--- config.mk ---
export PLATFORM = sky130hd
export DESIGN_NAME = rag_front
export DESIGN_NICKNAME = d
export VERILOG_FILES = /design/src/rag_pkg.sv /design/src/rag_front.sv
export SDC_FILE = /design/constraint.sdc
export NUM_CORES = 2
export LEC_CHECK = 0
export ABC_AREA = 1
export BUFFER_PORTS_ARGS = -buffer_cell sky130_fd_sc_hd__buf_4
export CORE_MARGIN = 1
export CORE_UTILIZATION = 60
export DETAILED_ROUTE_END_ITERATION = 6
export PLACE_DENSITY = 0.78
export SYNTH_ARGS = -nofsm -noshare
export SYNTH_HDL_FRONTEND = slang
export SYNTH_SLANG_ARGS = --single-unit
--- constraint.sdc ---
create_clock -name i_clk -period 9.05 [get_ports i_clk]
set_input_delay 0.4525 -clock i_clk [delete_from_list [all_inputs] [get_ports i_clk]]
set_output_delay 0.4525 -clock i_clk [all_outputs]
set_load 0.005 [all_outputs]
--- src/rag_pkg.sv ---
// ----------------------------------------------------------------------------
// rag_pkg
// Shared codes and the job record passed from the front end to the reducer.
// ----------------------------------------------------------------------------
package rag_pkg;

    localparam logic [1:0] OP_ADD = 2'd0;
    localparam logic [1:0] OP_SUB = 2'd1;
    localparam logic [1:0] OP_MUL = 2'd2;
    localparam logic [1:0] OP_DIV = 2'd3;

    localparam logic [1:0] ST_OK       = 2'd0;
    localparam logic [1:0] ST_ZERO_DEN = 2'd1;
    localparam logic [1:0] ST_OVERFLOW = 2'd2;

    localparam int unsigned WORD_W = 32;
    localparam int unsigned WIDE_W = 64;

    typedef struct packed {
        logic [WIDE_W-1:0] nm;
        logic [WIDE_W-1:0] dm;
        logic              neg;
        logic [1:0]        st;
    } t_job;

endpackage

--- src/rag_front.sv ---
// ----------------------------------------------------------------------------
// rag_front
// Takes an operation, checks for a zero denominator or divisor, forms the
// products on one shared 32x32 multiplier, then emits an unreduced job.
// ----------------------------------------------------------------------------
module rag_front (
    input  logic                 i_clk,
    input  logic                 i_rst_n,
    input  logic                 i_valid,
    output logic                 o_ready,
    input  logic [1:0]           i_op,
    input  logic [31:0]          i_a_numer,
    input  logic [31:0]          i_a_denom,
    input  logic [31:0]          i_b_numer,
    input  logic [31:0]          i_b_denom,
    output logic                 o_job_valid,
    input  logic                 i_job_ready,
    output rag_pkg::t_job        o_job
);
    import rag_pkg::*;

    typedef enum logic [2:0] {S_IDLE, S_MP, S_MQ, S_MD, S_PUSH} t_state;

    t_state              r_state;
    logic [1:0]          r_op;
    logic [WORD_W-1:0]   r_am, r_ad, r_bm, r_bd;
    logic                r_an, r_bn, r_err;
    logic [WIDE_W-1:0]   r_p, r_q, r_d;
    logic [WORD_W-1:0]   w_mul_a, w_mul_b;
    logic [WIDE_W-1:0]   w_prod;
    logic                w_pn, w_qn;

    assign o_ready     = (r_state == S_IDLE);
    assign o_job_valid = (r_state == S_PUSH);

    always_comb begin
        case (r_state)
            S_MQ: begin
                w_mul_a = r_bm;
                w_mul_b = r_ad;
            end
            S_MD: begin
                w_mul_a = r_ad;
                w_mul_b = (r_op == OP_DIV) ? r_bm : r_bd;
            end
            default: begin
                w_mul_a = r_am;
                w_mul_b = (r_op == OP_MUL) ? r_bm : r_bd;
            end
        endcase
    end

    assign w_prod = w_mul_a * w_mul_b;

    always_comb begin
        w_pn = r_an && (r_p != '0);
        if (r_op == OP_SUB) begin
            w_qn = (r_q != '0) && !r_bn;
        end else begin
            w_qn = r_bn && (r_q != '0);
        end
        o_job.dm = r_d;
        o_job.st = r_err ? ST_ZERO_DEN : ST_OK;
        if (r_op == OP_ADD || r_op == OP_SUB) begin
            if (w_pn == w_qn) begin
                o_job.nm  = r_p + r_q;
                o_job.neg = w_pn;
            end else if (r_p >= r_q) begin
                o_job.nm  = r_p - r_q;
                o_job.neg = w_pn;
            end else begin
                o_job.nm  = r_q - r_p;
                o_job.neg = w_qn;
            end
        end else begin
            o_job.nm  = r_p;
            o_job.neg = r_an ^ r_bn;
        end
    end

    always_ff @(posedge i_clk) begin
        if (!i_rst_n) begin
            r_state <= S_IDLE;
        end else begin
            case (r_state)
                S_IDLE: begin
                    if (i_valid) begin
                        r_op  <= i_op;
                        r_an  <= i_a_numer[31];
                        r_bn  <= i_b_numer[31];
                        r_am  <= i_a_numer[31] ? (~i_a_numer + 32'd1) : i_a_numer;
                        r_bm  <= i_b_numer[31] ? (~i_b_numer + 32'd1) : i_b_numer;
                        r_ad  <= i_a_denom;
                        r_bd  <= i_b_denom;
                        r_err <= (i_a_denom == '0) || (i_b_denom == '0) ||
                                 ((i_op == OP_DIV) && (i_b_numer == '0));
                        r_state <= S_MP;
                    end
                end
                S_MP: begin
                    r_p     <= w_prod;
                    r_state <= S_MQ;
                end
                S_MQ: begin
                    r_q     <= w_prod;
                    r_state <= S_MD;
                end
                S_MD: begin
                    r_d     <= w_prod;
                    r_state <= S_PUSH;
                end
                S_PUSH: begin
                    if (i_job_ready) begin
                        r_state <= S_IDLE;
                    end
                end
                default: r_state <= S_IDLE;
            endcase
        end
    end

endmodule

==> results <==
- The flow ran to the end, but the final reports show violations.
- The final reports fail on DRC.
- The reg2reg setup slack is 0.08 ns.
- Measured along the y axis, the die boundary spans 330.4 um.
- The top flip-flop cell by instance count after synthesis is edfxtp_1.
- The floorplan die area is 0.1092 sq mm.
- The slowest stage of the critical path is the xor2_1 cell.
- The share of cells above drive strength 1 is 0.08125.
- Synthesis handed over a netlist of 8912 instances.
- The global-route wire length before repair is 408000 um.
- The wire length after detailed routing is 285800 um.
- The worst hold slack is 0.004130 ns.
- The initial antenna violation count came to 16.
- TritonCTS built the clock tree.
- The endpoint required time on the critical path is 9.30 ns.
- Yosys mapped a number of flops with a built-in enable equal to 325.
- Setup repair after global routing left no endpoint under its margin.
- The tightest slew margin relative to the limit is 0.2005.
- CTS built an H-tree with a depth of 1.
- The average size of a mapped cell is 7.262 sq um.
- The violation count after the first detailed-route iteration is 7803.
- Detailed placement finished with a half-perimeter wire length of 232500 um.
- The total count of hold-check failures in the final report is 0.
- The transition time at the pin with the least slew margin is 1.195 ns.
- The share of synthesized registers carrying an async set or reset is 0.
- The number of global-route vias before repair is 63760.
- Max-cap violations in this run came to 0.
- For this run, the register share of the synthesized area comes to 0.1517.
- Derived from the worst setup path, the maximum achievable clock frequency is 111.5 MHz.
- The tightest min-delay check is of the primary input to register type.
- Setup violations remaining at the end of the flow were counted as 0.
- STA puts the critical path data arrival time at 9.22 ns.
- The number of top-level design ports is 267.
- For this configuration, the core starts out at a cell density of 0.6046.
- The warning count from the yosys run is 0.
- The number of sinks driven by the clock tree is 328.
- After synthesis, the most frequently instantiated cells are nand2_1, inv_1, nor2_1.
- The overall overflow remaining after global route is 0.
- The average routed wire per standard cell is 26.92 um.
- The weighted congestion at the end of routability-driven global placement is 1.139.
- The largest fanout on the critical path is 22.
- The number of fill cells in the layout is 9252.
- The cell with the most instances after synthesis is nand2_1.
- The kind of launch point of the worst setup path is a register.
- In this run the core area contains 120 standard-cell rows.
- Summing every instance area after synthesis gives 0.06472 sq mm.
- The net count of the finished layout is 10670.
- When the netlist entered floorplanning its net count stood at 10400.
- The DRC violation count after routing is 23.
- In this design, the stage delay of the slowest critical-path cell is 0.89 ns.
- The number of pins exceeding their max-slew limit in the final report is 0.
- The area share of the largest cell type after synthesis is 0.2781.
- The insertion delay to the later sink of the worst-skew pair is 0.64 ns.
- CTS placed an instance of clkbuf_16 at the clock tree root.
- The number of buffers inserted during clock tree synthesis is 31.
- The total of flip-flops plus latches after synthesis is 328.
- The most used cell along the critical path is fa_1.
- From left edge to right edge, the die measures 330.4 um.
- The clock period could shrink to 8.967 ns.
- The count of nets left with antenna violations after detail routing is 0.
- The number of different library cells used by synthesis comes to 59.
- The via density per instance is 6.032.
- After clock tree synthesis, the clock-pin slew on the worst setup and hold paths is 0.07 ns.
- Clock skew on the completed layout was measured at 0.04692 ns.
- The nature of the critical path endpoint is a register.
- For this block, the via count after detailed routing is 64060.
- The worst setup path is of the register to register kind.
- Relative to the synthesized area, the layout overhead comes to 8.635%.
- Ranked by total cell area, the synthesized netlist is headed by fa_1, edfxtp_1, nand2_1.
- The leading area contributor after synthesis is fa_1.
- Entering global routing, the biggest net connects 79 pins.
- In this run the standard cell core region covers 0.1071 sq mm.
- The number of buffers inserted by port buffering is 265.
- The part of the cycle the worst path needs is 0.9909.
- The count of TritonRoute iterations in the first routing pass is 7.
- The clock passes through at most 3 buffers.
- The all-layer global routing usage is 0.5233.
-- kinds of logic (layout without fill, tap and decap cells) --
logic type | after synthesis | count (layout) | synth area share
buffers and inverters | 2278 | 2572 | 0.1392
other | 1 | 11 | 0.00005794
XOR/XNOR | 205 | 205 | 0.02774
AO/OA/AOI/OAI | 796 | 796 | 0.06983
flip-flops | 328 | 328 | 0.1517
adder cells (fa/ha/maj) | 1354 | 1354 | 0.3660
AND/OR/NAND/NOR | 3950 | 3950 | 0.2455
-- registers in the layout, summed over array words and instances, names as in the netlist --
signal	count
r_d	64
r_p	64
r_q	64
r_ad	32
r_am	32
r_bd	32
r_bm	32
r_state	3
r_op	2
r_an	1
r_bn	1
r_err	1
-- metrics by stage --
step | util | setup TNS, ns | setup WS, ns | area, sq um | std cells
floorplan | - | 0 | 1.587 | 64720 | 8912
finish | 0.6568 | 0 | 0.08263 | 70310 | 10620
global placement | 0.6425 | 0 | 0.03638 | 68780 | 10520
global route | 0.6566 | 0 | 0.01052 | 70290 | 10610
detailed placement | 0.6425 | -0.4846 | -0.1373 | 68780 | 10520
CTS | 0.6535 | 0 | 0.03840 | 69960 | 10590
-- final timing paths --
kind	start	endpoint	cells past startpoint
worst min register to register	r_state[0]$_SDFFE_PN0P_	r_state[1]$_SDFFE_PN0P_	2
worst max-delay path	r_state[1]$_SDFFE_PN0P_	r_d[22]$_DFFE_PP_	29
worst min-delay path	i_b_denom[27]	r_bd[27]$_DFFE_PP_	1
worst max register to register	r_state[1]$_SDFFE_PN0P_	r_d[22]$_DFFE_PP_	29
-- metal layers --
layer | routed length, um | GRT usage
met1 | 90370 | 0.5697
met5 | 87 | 0
met4 | 35190 | 0.5075
met3 | 36640 | 0.1646
met2 | 123500 | 0.8043
-- layout make-up --
type	instances	area, sq um	share of cell area
Multi-Input combinational cell	6306	46040	0.6549
Sequential cell	328	9819	0.1397
Inverter	1988	7511	0.1068
Timing Repair Buffer	526	4096	0.05826
Tap cell	1403	1755	0.02497
Clock buffer	32	779.5	0.01109
Clock inverter	26	281.5	0.004004
Antenna cell	10	25.02	0.0003559
-- placed cells by master (no fill, tap or decap), types with 31 or more instances in the layout --
cell type / n
a21oi_1: 347
a31oi_1: 35
buf_4: 499
clkbuf_16: 31
edfxtp_1: 325
fa_1: 899
ha_1: 455
inv_1: 1908
inv_2: 55
nand2_1: 2234
nand2_2: 31
nand3_1: 315
nand4_1: 94
nor2_1: 1128
nor3_1: 53
o21a_1: 33
o21ai_0: 233
xnor2_1: 38
xor2_1: 162
-- critical path, delay by kind of cell, from the launching register on --
kind	cells	cell delay (ns)
fa+ha+maj	9	4.32
buf+inv	10	1.27
compound gates	6	1.23
xor+xnor	1	0.89
simple gates	3	0.45
flops	1	0.39
-- timing repair --
action,4_1_cts,5_1_grt
hold buffers,11,8
hold endpoints to repair,11,8
setup endpoints to repair,17,90
pin swaps,0,2
resized for setup,2,38
setup buffers,0,10
cloned,0,0
Power is left out: the tool's default activity adds up to more than one toggle a clock period on the data nets, which glitch-free logic cannot reach.
