===== config.mk =====
export PLATFORM = sky130hd
export DESIGN_NAME = rag_queue
export DESIGN_NICKNAME = d
export VERILOG_FILES = /design/src/rag_pkg.sv /design/src/rag_queue.sv
export SDC_FILE = /design/constraint.sdc
export NUM_CORES = 1
export LEC_CHECK = 0
export BUFFER_PORTS_ARGS = -buffer_cell sky130_fd_sc_hd__buf_2
export CAP_MARGIN = 10
export CORE_AREA = 2 2 143 145
export DETAILED_ROUTE_END_ITERATION = 10
export DIE_AREA = 0 0 145 147
export HOLD_SLACK_MARGIN = 0.12
export PLACE_DENSITY = 0.77
export SYNTH_ARGS = -nofsm -noshare
export SYNTH_HDL_FRONTEND = slang
export SYNTH_SLANG_ARGS = --single-unit

===== constraint.sdc =====
create_clock -name i_clk -period 9.3 [get_ports i_clk]
set_input_delay 1.86 -clock i_clk [delete_from_list [all_inputs] [get_ports i_clk]]
set_output_delay 1.86 -clock i_clk [all_outputs]
set_load 0.005 [all_outputs]

===== src/rag_pkg.sv =====
// ----------------------------------------------------------------------------
// rag_pkg
// Shared codes and the job record passed from the front end to the reducer.
// ----------------------------------------------------------------------------
package rag_pkg;

    localparam logic [1:0] OP_ADD = 2'd0;
    localparam logic [1:0] OP_SUB = 2'd1;
    localparam logic [1:0] OP_MUL = 2'd2;
    localparam logic [1:0] OP_DIV = 2'd3;

    localparam logic [1:0] ST_OK       = 2'd0;
    localparam logic [1:0] ST_ZERO_DEN = 2'd1;
    localparam logic [1:0] ST_OVERFLOW = 2'd2;

    localparam int unsigned WORD_W = 32;
    localparam int unsigned WIDE_W = 64;

    typedef struct packed {
        logic [WIDE_W-1:0] nm;
        logic [WIDE_W-1:0] dm;
        logic              neg;
        logic [1:0]        st;
    } t_job;

endpackage


===== src/rag_queue.sv =====
// ----------------------------------------------------------------------------
// rag_queue
// Two-entry job queue between the front end and the reducer.
// ----------------------------------------------------------------------------
module rag_queue (
    input  logic          i_clk,
    input  logic          i_rst_n,
    input  logic          i_push,
    output logic          o_push_ready,
    input  rag_pkg::t_job i_job,
    output logic          o_pop_valid,
    input  logic          i_pop,
    output rag_pkg::t_job o_job
);
    import rag_pkg::*;

    t_job       r_mem [2];
    logic       r_wp, r_rp;
    logic [1:0] r_cnt;
    logic       w_wr, w_rd;

    assign o_push_ready = (r_cnt != 2'd2);
    assign o_pop_valid  = (r_cnt != 2'd0);
    assign o_job        = r_mem[r_rp];
    assign w_wr         = i_push && o_push_ready;
    assign w_rd         = i_pop && o_pop_valid;

    always_ff @(posedge i_clk) begin
        if (w_wr) begin
            r_mem[r_wp] <= i_job;
        end
    end

    always_ff @(posedge i_clk) begin
        if (!i_rst_n) begin
            r_wp  <= 1'b0;
            r_rp  <= 1'b0;
            r_cnt <= 2'd0;
        end else begin
            if (w_wr) r_wp <= ~r_wp;
            if (w_rd) r_rp <= ~r_rp;
            r_cnt <= r_cnt + 2'(w_wr) - 2'(w_rd);
        end
    end

endmodule


==> impl_metrics.env, run 1 <==
export IMPL_status="finished, final reports clean"
export IMPL_wirelength_um=18200
export IMPL_setup_tns_ps=0
export IMPL_initial_utilization=0.507
export IMPL_die_width_um=145
export IMPL_post_route_drc_count=0
export IMPL_crit_path_cell_trace="buf_4 > mux2_2 > buf_2"
export IMPL_gp_congestion=0.753
export IMPL_max_vdd_ir_drop_mv=0.239
export IMPL_synthCells=432
export IMPL_cts_htree_levels=1
export IMPL_reg2reg_setup_slack_ps=6630
export IMPL_dr_pass1_iters=4
export IMPL_cts_setup_buffers=0
export IMPL_yosysTopAreaCellShare=0.782
export IMPL_yosys_warnings=0
export IMPL_slew_headroom=0.324
export IMPL_drv_cap=0
export IMPL_cp_top_family="buffers and inverters"
export IMPL_grt_remaining_overflow=0
export IMPL_p_sw_mw=0.806
export IMPL_cts_max_path_buffers=3
export IMPL_clk_pin_slew_ps=60
export IMPL_port_buffers=267
export IMPL_chipHeight_um=147
export IMPL_wl_per_cell_um=18.0
export IMPL_grtUsageTotal=0.165
export IMPL_crit_type="flop to output pin"
export IMPL_min_period_over_period=0.470
export IMPL_vias=5017
export IMPL_crit_fanout=63
export IMPL_internal_power_mw=2.67
export IMPL_nets=854
export IMPL_antenna_left=0
export IMPL_endpoint_kind="output pin"
export IMPL_final_cell_mix="buf_2, edfxtp_1, mux2_4"
export IMPL_power_density_nw_per_um2=276
export IMPL_cpMaxStageDelayCell="buf_4"
export IMPL_period_needed_ps=4370
export IMPL_post_dp_hpwl_um=11900
export IMPL_synth_seq_area_share=0.792
export IMPL_postSynthAreaPerCell_um2=23.3
export IMPL_final_max_slew_viol_count=0
export IMPL_cpPeakStageDelay_ps=790
export IMPL_pwr_share_comb=0.217
export IMPL_synth_top_cell_by_area="edfxtp_1"
export IMPL_syn_area_um2=10100
export IMPL_hold_buffers=0
export IMPL_hold_violations=0
export IMPL_tightest_slew_ps=1010
export IMPL_rows=52
export IMPL_clock_latency_ps=510
export IMPL_cts_tree="built"
export IMPL_grt_pass1_wl_um=27900
export IMPL_clock_skew_ps=10.8
export IMPL_cts_root_buf="clkbuf_16"
export IMPL_hold_path_class="flop to flop"
export IMPL_layout_drive_gt1_share=0.602
export IMPL_yosys_top_cells_area="edfxtp_1, mux2_4, mux2_2"
export IMPL_worstPathArrival_ps=2510
export IMPL_crit_buf_inv=2
export IMPL_syn_to_final_growth_pct=25.4
export IMPL_clkSinkCount=267
export IMPL_setup_violations=0
export IMPL_grt_max_degree=71
export IMPL_num_io_pins=268
export IMPL_cp_start_kind="flop"
export IMPL_max_freq_ghz=0.229
export IMPL_p_sw_frac=0.232
export IMPL_total_power_mw=3.48
export IMPL_synth_seq_cells=267
export IMPL_grt_pass1_vias=5345
export IMPL_ys_types=19
export IMPL_final_common_cell="buf_2"
export IMPL_core_area_um2=19800
export IMPL_leakage_nw=4.89
export IMPL_cts_resized_gates=0
export IMPL_vias_per_cell=4.97
export IMPL_clockPowerShare=0.332
export IMPL_antenna_found_initial=3
export IMPL_required_ps=7440
export IMPL_synth_nets=569
export IMPL_numCtsBuffers=26
export IMPL_rsz0062_at_grt="false"
export IMPL_power_frac_seq=0.451
export IMPL_dieArea_um2=21300
export IMPL_drtIter0Drc=273
## Yosys cell counts
cell type / number
inv_1: 1
dfxtp_1: 5
mux2i_1: 1
nand2b_1: 2
nor2_1: 1
nor2b_1: 2
mux2_4: 90
mux2_2: 41
buf_8: 1
o21a_1: 1
ha_1: 2
buf_6: 10
nand2_1: 2
xnor2_1: 3
and3_1: 1
and2_1: 2
buf_2: 4
or2_2: 1
edfxtp_1: 262
## routing by layer
metal | track usage | vias up | part of all wire
li1 | - | 2290 | -
met2 | 0.279 | 212 | 0.49
met3 | 0.0469 | 41 | 0.076
met4 | 0.0569 | 0 | 0.028
met5 | 0 | - | 0
met1 | 0.206 | 2474 | 0.41
## flip-flops by register name (all words and copies together), names as in the netlist, named ones only
name and cells:
r_wp 1, r_mem 262, r_rp 1, r_cnt 2
## final timing paths
kind,start,endpoint,depth (start not counted)
max,flop,o_job[23],3
min,r_wp$_SDFFE_PN0N_,r_wp$_SDFFE_PN0N_,2
max reg2reg,r_cnt[0]$_SDFF_PN0_,r_mem[1][30]$_DFFE_PP_,3
min reg2reg,r_wp$_SDFFE_PN0N_,r_wp$_SDFFE_PN0N_,2
## kinds of logic (layout without fill, tap and decap cells)
logic type,Yosys count,after routing,share of synthesized area
buffers and inverters,16,321,0.0150
muxes,132,132,0.181
AOI/OAI and AO/OA,1,1,0.000746
other,0,2,0
and+or+nand+nor,11,11,0.00609
DFF,267,267,0.792
xor gates and xnor gates,3,3,0.00261
adders and majority gates,2,2,0.00249
## tightest hold or removal path, cell delays in order, from the launching register on
cell	delay, ps
dfxtp_1	360
nand2_1	80
mux2i_1	60
## per-stage QoR
| step | hold WS, ps | std cells | worst slack, ps | util | cell area (µm²) |
|---|---|---|---|---|---|
| floorplan | 455 | 432 | 1280 | - | 10100 |
| global placement | 515 | 959 | 5310 | 0.587 | 11600 |
| detailed placement | 524 | 959 | 5220 | 0.587 | 11600 |
| CTS | 535 | 1007 | 4870 | 0.635 | 12600 |
| global route | 556 | 1009 | 4790 | 0.636 | 12600 |
| finish | 537 | 1009 | 4930 | 0.636 | 12600 |
## area by class of cell
class                           instances  area [µm²]
Fill cell                            1401        7230
Inverter                                1        3.75
Sequential cell                       267        7970
Clock inverter                         16         273
Timing Repair Buffer                  272        1370
Tap cell                              270         338
Multi-Input combinational cell        149        1960
Antenna cell                            2        5.00
Clock buffer                           32         694
## power by group through the flow
stage,Clock (mW),Combinational (mW),Sequential [mW]
after floorplan,0,0.509,1.59
after global placement,0,0.745,1.58
after CTS,1.18,0.767,1.57
after detailed placement,0,0.762,1.59
after global routing,1.23,0.811,1.58
final,1.16,0.754,1.57
(Power assumes the default switching activity.)
==> run 2, diff against run 1 <==
- clock period: 9.3 -> 4.4 ns (I/O delays scaled with it)
==> run 2 against run 1 <==
Against the previous run: global-route usage up 0.14 points; worst setup slack got worse by 3700 ps; combinational power is 110% higher; flip-flop and latch count did not move; sequential power grew 110%; register-to-register slack worse by 4200 ps; sequential share of layout area is 0.49 points higher; die area did not move; worst hold slack got worse by 0.59 ps; final area decreased by 0.76%; clock power up 83%; first-iteration DRC count increased by 8.8%; critical endpoint is now o_job[115]; largest cell class unchanged; largest power group unchanged.
==> impl_metrics.env, run 2 (same netlist as run 1, synthesis figures left out) <==
export IMPL_status="finished, final reports clean"
export IMPL_crit_fanout=81
export IMPL_slew_headroom=0.355
export IMPL_reg2reg_depth=3
export IMPL_cts_max_path_buffers=3
export IMPL_hold_violations=0
export IMPL_reg2reg_setup_slack_ps=2390
export IMPL_min_from="i_job[121]"
export IMPL_cpMaxStageDelayCell="dfxtp_4"
export IMPL_worstPathArrival_ps=2330
export IMPL_drtIter0Drc=297
export IMPL_dr_pass1_iters=4
export IMPL_antenna_left=0
export IMPL_grt_pass1_wl_um=27900
export IMPL_gp_congestion=0.732
export IMPL_regMostFlops="r_mem"
export IMPL_leakage_nw=4.85
export IMPL_max_freq_ghz=0.312
export IMPL_largest_register_ffs=262
export IMPL_syn_to_final_growth_pct=24.4
export IMPL_rsz0062_at_grt="false"
export IMPL_cp_start_kind="flop"
export IMPL_hold_path_class="input pin to flop"
export IMPL_tightest_slew_ps=968
export IMPL_clkSinkCount=267
export IMPL_cts_setup_buffers=0
export IMPL_crit_buf_inv=2
export IMPL_nets=857
export IMPL_post_dp_hpwl_um=12400
export IMPL_core_area_um2=19800
export IMPL_chipHeight_um=147
export IMPL_cp_top_family="flip-flops"
export IMPL_holdPathStages=1
export IMPL_grtUsageTotal=0.166
export IMPL_layout_drive_gt1_share=0.603
export IMPL_final_max_slew_viol_count=0
export IMPL_port_buffers=267
export IMPL_min_period_over_period=0.729
export IMPL_max_vdd_ir_drop_mv=0.497
export IMPL_clk_pin_slew_ps=60
export IMPL_setup_tns_ps=0
export IMPL_grt_remaining_overflow=0
export IMPL_final_cell_mix="buf_2, edfxtp_1, mux2_4"
export IMPL_clock_skew_ps=25.6
export IMPL_crit_type="flop to output pin"
export IMPL_power_density_nw_per_um2=561
export IMPL_r2r_end="r_mem[1][118]$_DFFE_PP_"
export IMPL_period_needed_ps=3210
export IMPL_vias=4970
export IMPL_antenna_found_initial=3
export IMPL_required_ps=3520
export IMPL_setup_violations=0
export IMPL_endpoint_kind="output pin"
export IMPL_hold_end="r_mem[1][121]$_DFFE_PP_"
export IMPL_grt_max_degree=82
export IMPL_cts_root_buf="clkbuf_16"
export IMPL_crit_path_cell_trace="buf_12 > mux2_4 > buf_2"
export IMPL_wirelength_um=18400
export IMPL_num_io_pins=268
export IMPL_cts_tree="built"
export IMPL_post_route_drc_count=0
export IMPL_numCtsBuffers=27
export IMPL_cts_htree_levels=1
export IMPL_die_width_um=145
export IMPL_reg2reg_from="r_cnt[0]$_SDFF_PN0_"
export IMPL_final_common_cell="buf_2"
export IMPL_initial_utilization=0.507
export IMPL_total_power_mw=7.03
export IMPL_rows=52
export IMPL_dieArea_um2=21300
export IMPL_vias_per_cell=4.91
export IMPL_cpPeakStageDelay_ps=660
export IMPL_grt_pass1_vias=5213
export IMPL_top_regs="r_mem: 262 flops, r_cnt: 2 flops"
export IMPL_hold_buffers=0
export IMPL_drv_cap=0
export IMPL_wl_per_cell_um=18.2
export IMPL_clock_latency_ps=530
export IMPL_cts_resized_gates=0
[run 2: worst max path at each step]
stage	from	to	cells after the start
6_report	flop	o_job[115]	3
5_1_grt	flop	o_job[115]	3
4_1_cts	flop	o_job[5]	3
3_5_place_dp	flop	o_job[26]	3
3_3_place_gp	flop	o_job[2]	3
2_1_floorplan	i_push	r_mem[0][0]$_DFFE_PP_	2
[run 2: area by class of cell]
cell class,count,area [µm²]
diodes,2,5.00
clock buffers,28,679
clock inverters,21,151
fillers,1372,7330
inverters,1,3.75
multi-input cells,149,1960
flip-flops and latches,267,7970
well taps,270,338
repair buffers,274,1410
[run 2: stage by stage]
step / hold slack [ps] / instance area, µm² / setup slack, ps / cells / utilization
after floorplan: 488 / 10100 / 1030 / 432 / -
after global routing: 515 / 12500 / 1100 / 1011 / 0.631
after detailed placement: 529 / 11700 / 1730 / 961 / 0.589
after global placement: 507 / 11700 / 1760 / 961 / 0.589
final: 537 / 12500 / 1190 / 1012 / 0.631
after CTS: 509 / 12500 / 1160 / 1010 / 0.631
[run 2: per-layer routing]
layer,vias to the layer above,global-route usage,part of all wire
li1,2300,-,-
met1,2407,0.209,0.40
met2,216,0.282,0.49
met3,45,0.0484,0.080
met4,2,0.0530,0.027
met5,-,0,0.00070
[run 2: power breakdown]
| part | internal [mW] | switching (mW) | leakage, nW | total (mW) |
|---|---|---|---|---|
| clock | 1.23 | 0.885 | 0.408 | 2.12 |
| sequential | 3.20 | 0.128 | 2.49 | 3.33 |
| combinational | 0.872 | 0.713 | 1.95 | 1.58 |
[run 2: worst register-to-register path: stages, from the launching register on]
cell      delay (ps)
dfxtp_1          390
nand2b_1         180
and3_4           520
buf_4            540
